==> config.mk <==
export PLATFORM = sky130hd
export DESIGN_NAME = location_code_encoder_core
export DESIGN_NICKNAME = d
export VERILOG_FILES = /design/src/rtl/lcenc_pkg.sv /design/src/rtl/lcenc_div_step.sv /design/src/rtl/location_code_encoder_core.sv
export SDC_FILE = /design/constraint.sdc
export NUM_CORES = 2
export LEC_CHECK = 0
export BUFFER_PORTS_ARGS = -buffer_cell sky130_fd_sc_hd__buf_2
export CORE_UTILIZATION = 29
export DETAILED_ROUTE_END_ITERATION = 12
export GPL_TIMING_DRIVEN = 0
export PLACE_DENSITY = 0.51
export SETUP_SLACK_MARGIN = 0.2
export SLEW_MARGIN = 5
export SYNTH_ARGS = -nofsm -noshare
export SYNTH_HDL_FRONTEND = slang
export SYNTH_HIERARCHICAL = 1
export SYNTH_SLANG_ARGS = --single-unit
==> constraint.sdc <==
create_clock -name clk -period 67.2 [get_ports clk]
set_clock_uncertainty 0.1 [all_clocks]
set_input_delay 3.36 -clock clk [delete_from_list [all_inputs] [get_ports clk]]
set_output_delay 3.36 -clock clk [all_outputs]
set_load 0.02 [all_outputs]
==> src/rtl/lcenc_pkg.sv <==
// Shared types, constants and tables for the location code encoder.
// No dependencies; every rtl file imports this package.
package lcenc_pkg;

	localparam int NSTEP = 9;     // divide steps per lane (five pair, four grid)
	localparam int DIGW  = 5;     // one base-20 digit
	localparam int LENW  = 4;     // clamped digit count
	localparam int NCHAR = 16;    // longest code in characters
	localparam int CNTW  = 5;     // holds 0..NCHAR
	localparam int LAT0W = 33;    // shifted latitude, 0 .. 180 degrees
	localparam int LON0W = 32;    // wrapped longitude, 0 .. 360 degrees
	localparam int LOW_W = 19;    // low longitude bits kept through the wrap
	localparam int WRAPW = 18;    // offset high longitude part
	localparam int PAIR_LEN = 10;
	localparam int SEP_POS  = 8;

	localparam logic signed [34:0] LAT_90  = 35'sd2250000000;
	localparam logic signed [35:0] LON_180 = 36'sd1474560000;
	// 360 degrees is 5625 * 2^19 units; wrap the bits above bit 18 modulo 5625
	localparam longint unsigned WRAP_DIV = 5625;
	localparam logic signed [WRAPW-1:0] WRAP_BIAS = 18'sd67500;   // 12 * 5625

	localparam logic [6:0] CHAR_PLUS = 7'h2b;
	localparam logic [6:0] CHAR_ZERO = 7'h30;

	localparam logic [6:0] DIGIT_SET [20] = '{
		7'h32, 7'h33, 7'h34, 7'h35, 7'h36, 7'h37, 7'h38, 7'h39, 7'h43, 7'h46,
		7'h47, 7'h48, 7'h4a, 7'h4d, 7'h50, 7'h51, 7'h52, 7'h56, 7'h57, 7'h58
	};

	// half latitude cell, rounded up, per clamped digit count
	localparam logic [27:0] POLAR_DROP [16] = '{
		28'd250000000, 28'd250000000, 28'd250000000, 28'd12500000, 28'd12500000,
		28'd625000, 28'd625000, 28'd31250, 28'd31250, 28'd1563, 28'd1563,
		28'd313, 28'd63, 28'd13, 28'd3, 28'd1
	};

	// cell edges per step: five pair steps, then four grid steps
	localparam longint unsigned LAT_DIV [NSTEP] = '{
		500000000, 25000000, 1250000, 62500, 3125, 625, 125, 25, 5
	};
	localparam longint unsigned LON_DIV [NSTEP] = '{
		163840000, 8192000, 409600, 20480, 1024, 256, 64, 16, 4
	};

	typedef struct packed {
		logic [LENW-1:0]                len;
		logic [NSTEP-1:0][DIGW-1:0]     latd;
		logic [NSTEP-1:0][DIGW-1:0]     lond;
	} tag_t;

	function automatic int lat_xw(int k);
		if (k == 0)
			return LAT0W;
		return $clog2(LAT_DIV[k-1]);
	endfunction

	function automatic int lon_xw(int k);
		if (k == 0)
			return LON0W;
		return $clog2(LON_DIV[k-1]);
	endfunction

endpackage

==> src/rtl/lcenc_div_step.sv <==
// One pipelined digit step: quotient (below 32) and remainder of x by a constant.
// Two register stages, reciprocal multiply then one correction; uses lcenc_pkg.
module lcenc_div_step #(
	parameter int XW = 18,
	parameter longint unsigned D = 5625
) (
	input  logic                       clk,
	input  logic                       en,
	input  logic [XW-1:0]              x,
	output logic [lcenc_pkg::DIGW-1:0] q,
	output logic [$clog2(D)-1:0]       rem
);
	import lcenc_pkg::*;

	localparam int OW = $clog2(D);
	// x < 2^XW, so the estimate is the quotient or one below it
	localparam longint unsigned R = (64'd1 << XW) / D;
	localparam int RW = $clog2(R + 1);
	localparam logic [RW-1:0] RC = RW'(R);
	localparam logic [XW-1:0] DC = XW'(D);

	logic [XW-1:0]    x_s1;
	logic [XW+RW-1:0] prod_s1;
	logic [DIGW-1:0]  q_est, q_n;
	logic [XW-1:0]    r_est, r_n;

	always_ff @(posedge clk) begin
		if (en) begin
			x_s1    <= x;
			prod_s1 <= (XW+RW)'(x) * (XW+RW)'(RC);
		end
	end

	always_comb begin
		q_est = DIGW'(prod_s1 >> XW);
		r_est = x_s1 - XW'(q_est) * DC;
		q_n   = q_est;
		r_n   = r_est;
		if (r_est >= DC) begin
			q_n = q_est + DIGW'(1);
			r_n = r_est - DC;
		end
	end

	always_ff @(posedge clk) begin
		if (en) begin
			q   <= q_n;
			rem <= OW'(r_n);
		end
	end

endmodule

==> src/rtl/location_code_encoder_core.sv <==
// Location code encoder: fixed-point position in, code characters out.
// Input word: latitude_fixed, longitude_fixed, code_digits on in_valid/in_ready.
// Output word: one ASCII character per transfer on out_valid/out_ready, with
// last_char high on the final character of each code. A code is 9 to 16
// characters long depending on code_digits.
// The first character of a code reaches the output after its input word passes
// the front stage, two wrap stages, nine two-stage digit steps per lane and
// then the character buffer. A new input word can enter every cycle
// while the pipeline moves; sustained throughput is set by the single output
// character buffer, which sends one character per transfer.
// A finished code goes to the buffer in the cycle its predecessor's last
// character leaves, so codes stream without gaps.
// When the receiver stalls, the buffer holds and the pipeline keeps moving
// until a code reaches its last stage, then freezes as a whole; nothing is
// lost or repeated. in_ready drops once the last stage holds a code that the
// buffer cannot take.
// Reset clears all valid bits and empties the buffer; no pass is needed.
// Depends on lcenc_pkg and lcenc_div_step.
module location_code_encoder_core #(
	parameter int MAX_DIGITS = 15
) (
	input  logic               clk,
	input  logic               arst_n,
	input  logic               in_valid,
	output logic               in_ready,
	input  logic signed [33:0] latitude_fixed,
	input  logic signed [34:0] longitude_fixed,
	input  logic [5:0]         code_digits,
	output logic               out_valid,
	input  logic               out_ready,
	output logic [6:0]         code_char,
	output logic               last_char
);
	import lcenc_pkg::*;

	localparam logic [LENW-1:0] LEN_MAX = LENW'(MAX_DIGITS);

	logic en, load;

	// ---------------- front: clamp, polar drop, offsets ----------------
	logic [LENW-1:0]         len_c;
	logic signed [34:0]      lat_x, lat_sum;
	logic signed [35:0]      lon_t;
	logic signed [16:0]      lon_h;
	logic signed [WRAPW-1:0] wrap_sg;

	always_comb begin
		len_c = (code_digits > 6'(MAX_DIGITS)) ? LEN_MAX : code_digits[LENW-1:0];
		lat_x = 35'(latitude_fixed);
		if (lat_x < -LAT_90)
			lat_x = -LAT_90;
		else if (lat_x >= LAT_90)
			lat_x = LAT_90 - signed'(35'(POLAR_DROP[len_c]));
		lat_sum = lat_x + LAT_90;
		lon_t   = 36'(longitude_fixed) + LON_180;
		lon_h   = lon_t[35:19];
		wrap_sg = WRAPW'(lon_h) + WRAP_BIAS;
	end

	logic                v_s1, v_s2, v_s3;
	logic [LAT0W-1:0]    lat0_s1, lat0_s2, lat0_s3;
	logic [WRAPW-1:0]    wrap_s1;
	logic [LOW_W-1:0]    lo_s1, lo_s2, lo_s3;
	logic [LENW-1:0]     len_s1, len_s2, len_s3;
	logic [DIGW-1:0]     wrap_q;
	logic [LON0W-LOW_W-1:0] wrap_rem;

	always_ff @(posedge clk or negedge arst_n) begin
		if (!arst_n) begin
			v_s1 <= 1'b0;
			v_s2 <= 1'b0;
			v_s3 <= 1'b0;
		end else if (en) begin
			v_s1 <= in_valid;
			v_s2 <= v_s1;
			v_s3 <= v_s2;
		end
	end

	always_ff @(posedge clk) begin
		if (en) begin
			lat0_s1 <= lat_sum[LAT0W-1:0];
			wrap_s1 <= unsigned'(wrap_sg);
			lo_s1   <= lon_t[LOW_W-1:0];
			len_s1  <= len_c;
			lat0_s2 <= lat0_s1;
			lo_s2   <= lo_s1;
			len_s2  <= len_s1;
			lat0_s3 <= lat0_s2;
			lo_s3   <= lo_s2;
			len_s3  <= len_s2;
		end
	end

	// longitude modulo 360 degrees: high part modulo 5625, low bits pass
	lcenc_div_step #(.XW(WRAPW), .D(WRAP_DIV)) u_wrap (
		.clk (clk),
		.en  (en),
		.x   (wrap_s1),
		.q   (wrap_q),
		.rem (wrap_rem)
	);

	// ---------------- digit steps ----------------
	logic [LAT0W-1:0] lat_r [0:NSTEP];
	logic [LON0W-1:0] lon_r [0:NSTEP];
	tag_t             tag_w [0:NSTEP];
	logic             v_w   [0:NSTEP];

	assign tag_w[0] = {len_s3, {(2 * NSTEP * DIGW){1'b0}}};
	assign v_w[0]   = v_s3;
	assign lat_r[0] = lat0_s3;
	assign lon_r[0] = {wrap_rem, lo_s3};

	for (genvar k = 0; k < NSTEP; k++) begin : g_step
		localparam int LXW = lat_xw(k);
		localparam int OXW = lon_xw(k);
		localparam int LOW = $clog2(LAT_DIV[k]);
		localparam int OOW = $clog2(LON_DIV[k]);

		logic [DIGW-1:0] lat_q, lon_q;
		logic [LOW-1:0]  lat_rem;
		logic [OOW-1:0]  lon_rem;
		logic            v_s1, v_s2;
		tag_t            tag_s1, tag_s2, tag_o;

		lcenc_div_step #(.XW(LXW), .D(LAT_DIV[k])) u_lat (
			.clk (clk),
			.en  (en),
			.x   (lat_r[k][LXW-1:0]),
			.q   (lat_q),
			.rem (lat_rem)
		);

		lcenc_div_step #(.XW(OXW), .D(LON_DIV[k])) u_lon (
			.clk (clk),
			.en  (en),
			.x   (lon_r[k][OXW-1:0]),
			.q   (lon_q),
			.rem (lon_rem)
		);

		always_ff @(posedge clk or negedge arst_n) begin
			if (!arst_n) begin
				v_s1 <= 1'b0;
				v_s2 <= 1'b0;
			end else if (en) begin
				v_s1 <= v_w[k];
				v_s2 <= v_s1;
			end
		end

		always_ff @(posedge clk) begin
			if (en) begin
				tag_s1 <= tag_w[k];
				tag_s2 <= tag_s1;
			end
		end

		always_comb begin
			tag_o         = tag_s2;
			tag_o.latd[k] = lat_q;
			tag_o.lond[k] = lon_q;
		end

		assign tag_w[k+1] = tag_o;
		assign v_w[k+1]   = v_s2;
		assign lat_r[k+1] = LAT0W'(lat_rem);
		assign lon_r[k+1] = LON0W'(lon_rem);
	end

	// ---------------- character assembly ----------------
	tag_t            tg;
	logic [6:0]      chars [NCHAR];
	logic [CNTW-1:0] n_chars;
	logic [LENW-1:0] pair_d, n_pair;
	logic [DIGW-1:0] row, col, grid_idx;

	always_comb begin
		tg     = tag_w[NSTEP];
		pair_d = (tg.len > LENW'(PAIR_LEN)) ? LENW'(PAIR_LEN) : tg.len;
		// odd counts round up to a full pair
		n_pair = (pair_d + LENW'(1)) & ~LENW'(1);
		for (int i = 0; i < SEP_POS; i++) begin
			if (LENW'(i) < n_pair)
				chars[i] = (i % 2 == 0) ? DIGIT_SET[tg.latd[i/2]] : DIGIT_SET[tg.lond[i/2]];
			else
				chars[i] = CHAR_ZERO;
		end
		chars[SEP_POS]     = CHAR_PLUS;
		chars[SEP_POS + 1] = DIGIT_SET[tg.latd[4]];
		chars[SEP_POS + 2] = DIGIT_SET[tg.lond[4]];
		for (int g = 0; g < NSTEP - 5; g++) begin
			row      = tg.latd[5+g];
			col      = tg.lond[5+g];
			grid_idx = DIGW'({row[2:0], col[1:0]});
			chars[PAIR_LEN + 1 + g] = DIGIT_SET[grid_idx];
		end
		// the last grid digit is the remainder of the final step
		row      = DIGW'(lat_r[NSTEP][2:0]);
		col      = DIGW'(lon_r[NSTEP][1:0]);
		grid_idx = DIGW'({row[2:0], col[1:0]});
		chars[NCHAR - 1] = DIGIT_SET[grid_idx];
		n_chars = CNTW'(SEP_POS + 1);
		if (n_pair == LENW'(PAIR_LEN))
			n_chars = n_chars + CNTW'(2);
		if (tg.len > LENW'(PAIR_LEN))
			n_chars = n_chars + CNTW'(tg.len - LENW'(PAIR_LEN));
	end

	// ---------------- output character buffer ----------------
	logic [6:0]      buf_q [NCHAR];
	logic [CNTW-1:0] cnt_q;
	logic            out_take;

	assign out_valid = (cnt_q != '0);
	assign out_take  = out_valid && out_ready;
	assign code_char = buf_q[0];
	assign last_char = (cnt_q == CNTW'(1));
	assign load      = v_w[NSTEP] && ((cnt_q == '0) || (last_char && out_ready));
	assign en        = !v_w[NSTEP] || load;
	assign in_ready  = en;

	always_ff @(posedge clk or negedge arst_n) begin
		if (!arst_n) begin
			cnt_q <= '0;
		end else if (load) begin
			cnt_q <= n_chars;
		end else if (out_take) begin
			cnt_q <= cnt_q - CNTW'(1);
		end
	end

	always_ff @(posedge clk) begin
		if (load) begin
			buf_q <= chars;
		end else if (out_take) begin
			// advance to the next character
			for (int i = 0; i < NCHAR - 1; i++)
				buf_q[i] <= buf_q[i+1];
		end
	end

	// ---------------- assertions ----------------
	a_load_len: assert property (@(posedge clk) disable iff (!arst_n)
		load |=> (cnt_q >= CNTW'(SEP_POS + 1)) && (cnt_q <= CNTW'(NCHAR)))
		else $error("code length out of range after load");

	a_stall_hold: assert property (@(posedge clk) disable iff (!arst_n)
		(!en && v_w[NSTEP]) |=> v_w[NSTEP])
		else $error("stalled code dropped from last stage");

	a_no_gap: assert property (@(posedge clk) disable iff (!arst_n)
		(out_take && !last_char) |=> out_valid)
		else $error("code broke off before its last character");

	a_char_set: assert property (@(posedge clk) disable iff (!arst_n)
		out_valid |-> (code_char >= CHAR_PLUS) && (code_char <= DIGIT_SET[19]))
		else $error("character outside code alphabet");

endmodule
; ---- Word level (Yosys, flattened, before mapping)
; Memory sizes are Yosys's and may differ from the RTL's. A register that Yosys moved wholly into a read port is not among the register bits.
; Cells that the tools add are included.
[totals]
out_inout_bits = 10
mem_bits_ro = 3808
in_bits = 79
regBits = 1981
n_memories = 16
[mem_list]
columns = memory, depth, width, read_ports, rd_clocked_by_memory_dff, write_ports, line
row1 = (name not given), 16, 28, 1, 0, 0, location_code_encoder_core.sv:53  ; lat_x = LAT_90 - signed'(35'(POLAR_DROP[len_c]));
row2 = (name not given), 32, 7, 1, 1, 0, location_code_encoder_core.sv:203  ; chars[NCHAR - 1] = DIGIT_SET[grid_idx];
row3 = (name not given), 32, 7, 1, 0, 0, location_code_encoder_core.sv:197  ; chars[PAIR_LEN + 1 + g] = DIGIT_SET[grid_idx];
row4 = (name not given), 32, 7, 1, 0, 0, location_code_encoder_core.sv:197
row5 = (name not given), 32, 7, 1, 0, 0, location_code_encoder_core.sv:197
row6 = (name not given), 32, 7, 1, 0, 0, location_code_encoder_core.sv:197
row7 = 10 more memories, --, --, --, --, --, --
[classes]
add_sub_neg = 64
reduce_logical = 9
mux = 85
multipliers = 26
magnitude_cmp = 46
n_eq_ne = 2
n_bitwise = 16
[op_table]
columns = operator, n
row1 = $mux 7, 37
row2 = $mux 105, 2
row3 = $not 5->6, 15
row4 = $ge 6x6->1 const B, 14
row5 = $mux 28, 3
row6 = $mux 5, 14
row7 = $mux 33, 2
row8 = $add 5x1->5 const B, 10
row9 = $mul 33x5->38 const B, 1
row10 = $add 35x32->36 const B, 1
row11 = $mul 32x4->36 const B, 1
row12 = $ge 34x33->1 const B, 1
row13 = $lt 34x33->1 const B, 1
row14 = $mul 29x5->34 const B, 1
row15 = $add 33x33->33 const B, 1
row16 = $ge 33x29->1 const B, 1
row17 = $sub 32x28->33 const A, 1
row18 = $sub 33x33->33, 1
row19 = $ge 32x28->1 const B, 1
row20 = $sub 32x32->32, 1
row21 = $ge 29x25->1 const B, 1
row22 = $mul 25x4->29 const B, 1
row23 = $mux 29, 1
row24 = $sub 29x29->29, 1
row25 = other kinds (108), 135

; ---- Logic depth before layout (Yosys ltp)
[depth]
depth_word = 10
mapped_depth = 28
mapped_depth_nobuf = 26

; ---- Hierarchy
; Netlist, hierarchy kept.
[by_module_without_submodules]
columns = mod, n_inst, area_each_um2, cells_per_inst
row1 = location_code_encoder_core, 1, 39111.3, 2258
row2 = lcenc_div_step (g_step[1].u_lat), 1, 7767.4, 798
row3 = lcenc_div_step (g_step[0].u_lat), 1, 6937.9, 657
row4 = lcenc_div_step (g_step[2].u_lat), 1, 6252.2, 642
row5 = lcenc_div_step (g_step[0].u_lon), 1, 6078.3, 585
row6 = lcenc_div_step (u_wrap), 1, 5257.5, 529
row7 = lcenc_div_step (g_step[3].u_lat), 1, 4372.9, 403
row8 = lcenc_div_step (g_step[4].u_lat), 1, 3823.7, 378
row9 = lcenc_div_step (g_step[3].u_lon), 1, 3475.8, 298
row10 = lcenc_div_step (g_step[2].u_lon), 1, 3353.2, 247
row11 = lcenc_div_step (g_step[1].u_lon), 1, 3305.7, 255
row12 = lcenc_div_step (g_step[5].u_lat), 1, 2492.4, 230
row13 = lcenc_div_step (g_step[6].u_lat), 1, 1898.1, 186
row14 = lcenc_div_step (g_step[7].u_lat), 1, 1411.4, 119
row15 = 6 more rows, --, --, --

; ---- Worst setup path after synthesis
; OpenSTA, ideal clock, no wires.
[synth_timing]
path_kind = input port to output port
start = input out_ready
end = output in_ready
setup_slack_ns = 28.484
stages = 5
arrival_ns = 35.256
required_ns = 63.740
cell_sequence = a21oi_1 and2_1 clkbuf_1 buf_1 inv_1
[synth_between]
elab_chain_len = 4
[synth_lines]
columns = element, line
row1 = from (decl), location_code_encoder_core.sv:30  ; input logic out_ready,
row2 = $logic_and 1x1->1, location_code_encoder_core.sv:220  ; assign load = v_w[NSTEP] && ((cnt_q == '0) || (last_char && out_ready));
row3 = $logic_or 1x1->1, location_code_encoder_core.sv:220
row4 = $logic_and 1x1->1, location_code_encoder_core.sv:220
row5 = $logic_or 1x1->1, location_code_encoder_core.sv:221  ; assign en = !v_w[NSTEP] || load;
row6 = to (decl), location_code_encoder_core.sv:25  ; output logic in_ready,
; Every way passes these cells.

; ---- Worst setup path in the final report
; Ends and elaborated chain as after synthesis.

==> flow_metrics.env <==
export IMPL_outcome="finished clean"
export IMPL_worst_endpoint_data_arrival_time_ns=6.98
export IMPL_cts_htree_levels=4
export IMPL_numClockSinks=1757
export IMPL_routed_via_density=4.58
export IMPL_io_pin_count=89
export IMPL_clock_root_buffer="sky130_fd_sc_hd__clkbuf_16"
export IMPL_footprint_of_the_flip_flops_and_latches_sq_um=52600
export IMPL_timing_setup_tns_ns=0
export IMPL_crit_type="input port to output port"
export IMPL_core_rowCount=213
export IMPL_timing_critical_path_required_ns=63.74
export IMPL_final_instance_count_excl_fill=12700
export IMPL_wl_per_cell_um=14.7
export IMPL_path_clk_slew_ns=0.06
export IMPL_finalWorstPathRequiredPeriod_ns=10.44
export IMPL_multi_input_area_sq_um=41500
export IMPL_routed_wirelength_um=187000
export IMPL_drt_initial_violations=2932
export IMPL_initial_antenna_violation_count=3
export IMPL_gp_congestion=0.814
export IMPL_route_detailed_drc=0
export IMPL_cap_viol_max_count=0
export IMPL_hp_class="flip-flop to flip-flop"
export IMPL_via_count=58100
export IMPL_syn_area_per_cell_sq_um=12.8
export IMPL_worstSetupStartpoint="out_ready"
export IMPL_finalSetupViolations=0
export IMPL_vias_in_the_first_global_route=59500
export IMPL_final_max_slew_viol_count=0
export IMPL_post_cts_hold_buffer_count=0
export IMPL_antennaDiodeCount=0
export IMPL_gate_count_after_technology_mapping=7709
export IMPL_min_delay_path_depth=0
export IMPL_flow_area_growth_from_synthesis_pct=13.1
export IMPL_layout_commonest_cell="sky130_fd_sc_hd__edfxtp_1"
export IMPL_worst_hold_startpoint="g_step[3].tag_o[13]"
export IMPL_largest_net_degree_at_the_start_of_global_routing=139
export IMPL_drt_pre_antenna_iters=5
export IMPL_clock_fmax_mhz=95.7
export IMPL_dp_hpwl_um=138000
export IMPL_tritoncts="done"
export IMPL_final_min_period_over_clock_period_pct=15.5
export IMPL_hold_path_end="g_step[4].tag_s1[13]"
export IMPL_postCtsResizedCells=0
export IMPL_r2r_end="g_step[0].u_lat/q[2]"
export IMPL_synthesis_yosys_warnings=6
export IMPL_rsz0062_at_grt="false"
export IMPL_worst_setup_path_end_kind="output port"
export IMPL_place_detailed_instances=12300
export IMPL_mostFrequentLayoutCells="sky130_fd_sc_hd__edfxtp_1, sky130_fd_sc_hd__ha_1, sky130_fd_sc_hd__inv_1, sky130_fd_sc_hd__a21oi_1, sky130_fd_sc_hd__nand2_1"
export IMPL_grt_ovfl_total=0
export IMPL_design_die_area_sq_um=342000
export IMPL_drtAntennaViolNets=0
export IMPL_design_final_nets=9428
export IMPL_critical_path_reg2reg_startpoint="g_step[0].u_lat/prod_s1[33]"
export IMPL_timing_hold_ws_ns=0.277
export IMPL_register_to_register_path_depth=26
export IMPL_start_util_pct=29.2
export IMPL_core_area_sq_um=337000
export IMPL_cts_repair_timing_setup_buffer_count=0
export IMPL_cp_max_fo=124
export IMPL_timing_critical_path_from_type="input port"
export IMPL_synth_nets=9130
export IMPL_grt_total_usage_pct=10.8
export IMPL_timing_hold_violations_final=0
export IMPL_share_of_cells_above_drive_strength_1_pct=8.51
export IMPL_clock_path_buffers=4
export IMPL_ff2ff_setup_slack_ns=58.95
export IMPL_place_port_buffers=84
export IMPL_fp_dieW_um=585
export IMPL_cts_buffers=198
export IMPL_filler_cells_inserted=33400
export IMPL_post_syn_area_sq_um=98600
export IMPL_grt_pass1_wl_um=307000
export IMPL_worstMarginPinSlew_ns=1.05
export IMPL_timing_max_slew_rel_slack_pct=30.3
export IMPL_die_height_um=585
export IMPL_clock_latency_ns=0.87
[sequential cells by signal, summed over array words and instances (netlist names), 33 cells and up]
signal                flops
g_step.u_lon/rem        115
lat0_s2                  33
g_step.tag_o            366
g_step.u_lon/x_s1        74
g_step.u_lat/x_s1       148
g_step.tag_s1           366
g_step.u_lat/q           37
buf_q                   105
g_step.u_lon/q           33
g_step.u_lat/rem        128
g_step.u_lon/prod_s1     86
lat0_s1                  33
g_step.u_lat/prod_s1     44
lat0_s3                  33
[cell type report]
class	instances	share of cell area, %
flip-flops and latches	1757	47.1
clock inverters	123	1.19
plain buffers	144	0.667
multi-input cells	4787	37.2
repair buffers	98	0.722
inverters	1021	3.44
clock buffers	235	4.60
well taps	4515	5.06
[critical path, cell delays in order]
cell                       delay (ns)
sky130_fd_sc_hd__buf_2           0.10
sky130_fd_sc_hd__a21oi_1         0.06
sky130_fd_sc_hd__and2_1          0.18
sky130_fd_sc_hd__clkbuf_1        0.13
sky130_fd_sc_hd__buf_1           0.31
sky130_fd_sc_hd__inv_8           0.57
sky130_fd_sc_hd__buf_16          0.47
sky130_fd_sc_hd__buf_16          0.49
sky130_fd_sc_hd__buf_16          0.40
sky130_fd_sc_hd__buf_2           0.29
[how the worst max path moves through the flow]
stage | endpoint | slack (ns) | cells past startpoint
after floorplan | in_ready | 28.66 | 5
after global placement | in_ready | 11.50 | 7
after CTS | in_ready | 56.71 | 10
after global routing | in_ready | 56.43 | 10
final | in_ready | 56.76 | 10
after detailed placement | in_ready | 56.71 | 10
[metal layers]
layer  track usage [%]  part of all wire, %  vias to the layer above
li1                  -                    -                    28800
met1              13.6                   45                    28200
met2              18.9                   49                      848
met3              1.49                  3.3                      293
met4              3.44                  2.7                        2
met5                 0               0.0070                        -
[stage by stage]
| step | cell area (sq um) | worst slack [ns] | util, % |
|---|---|---|---|
| floorplan | 98600 | 28.66 | - |
| detailed placement | 105000 | 56.71 | 31.1 |
| finish | 112000 | 56.76 | 33.1 |
| CTS | 112000 | 56.71 | 33.1 |
| global placement | 105000 | 11.50 | 31.0 |
| global route | 112000 | 56.43 | 33.1 |
Power is left out: the tool's default activity adds up to more than one toggle a clock period on the data nets, which glitch-free logic cannot reach.
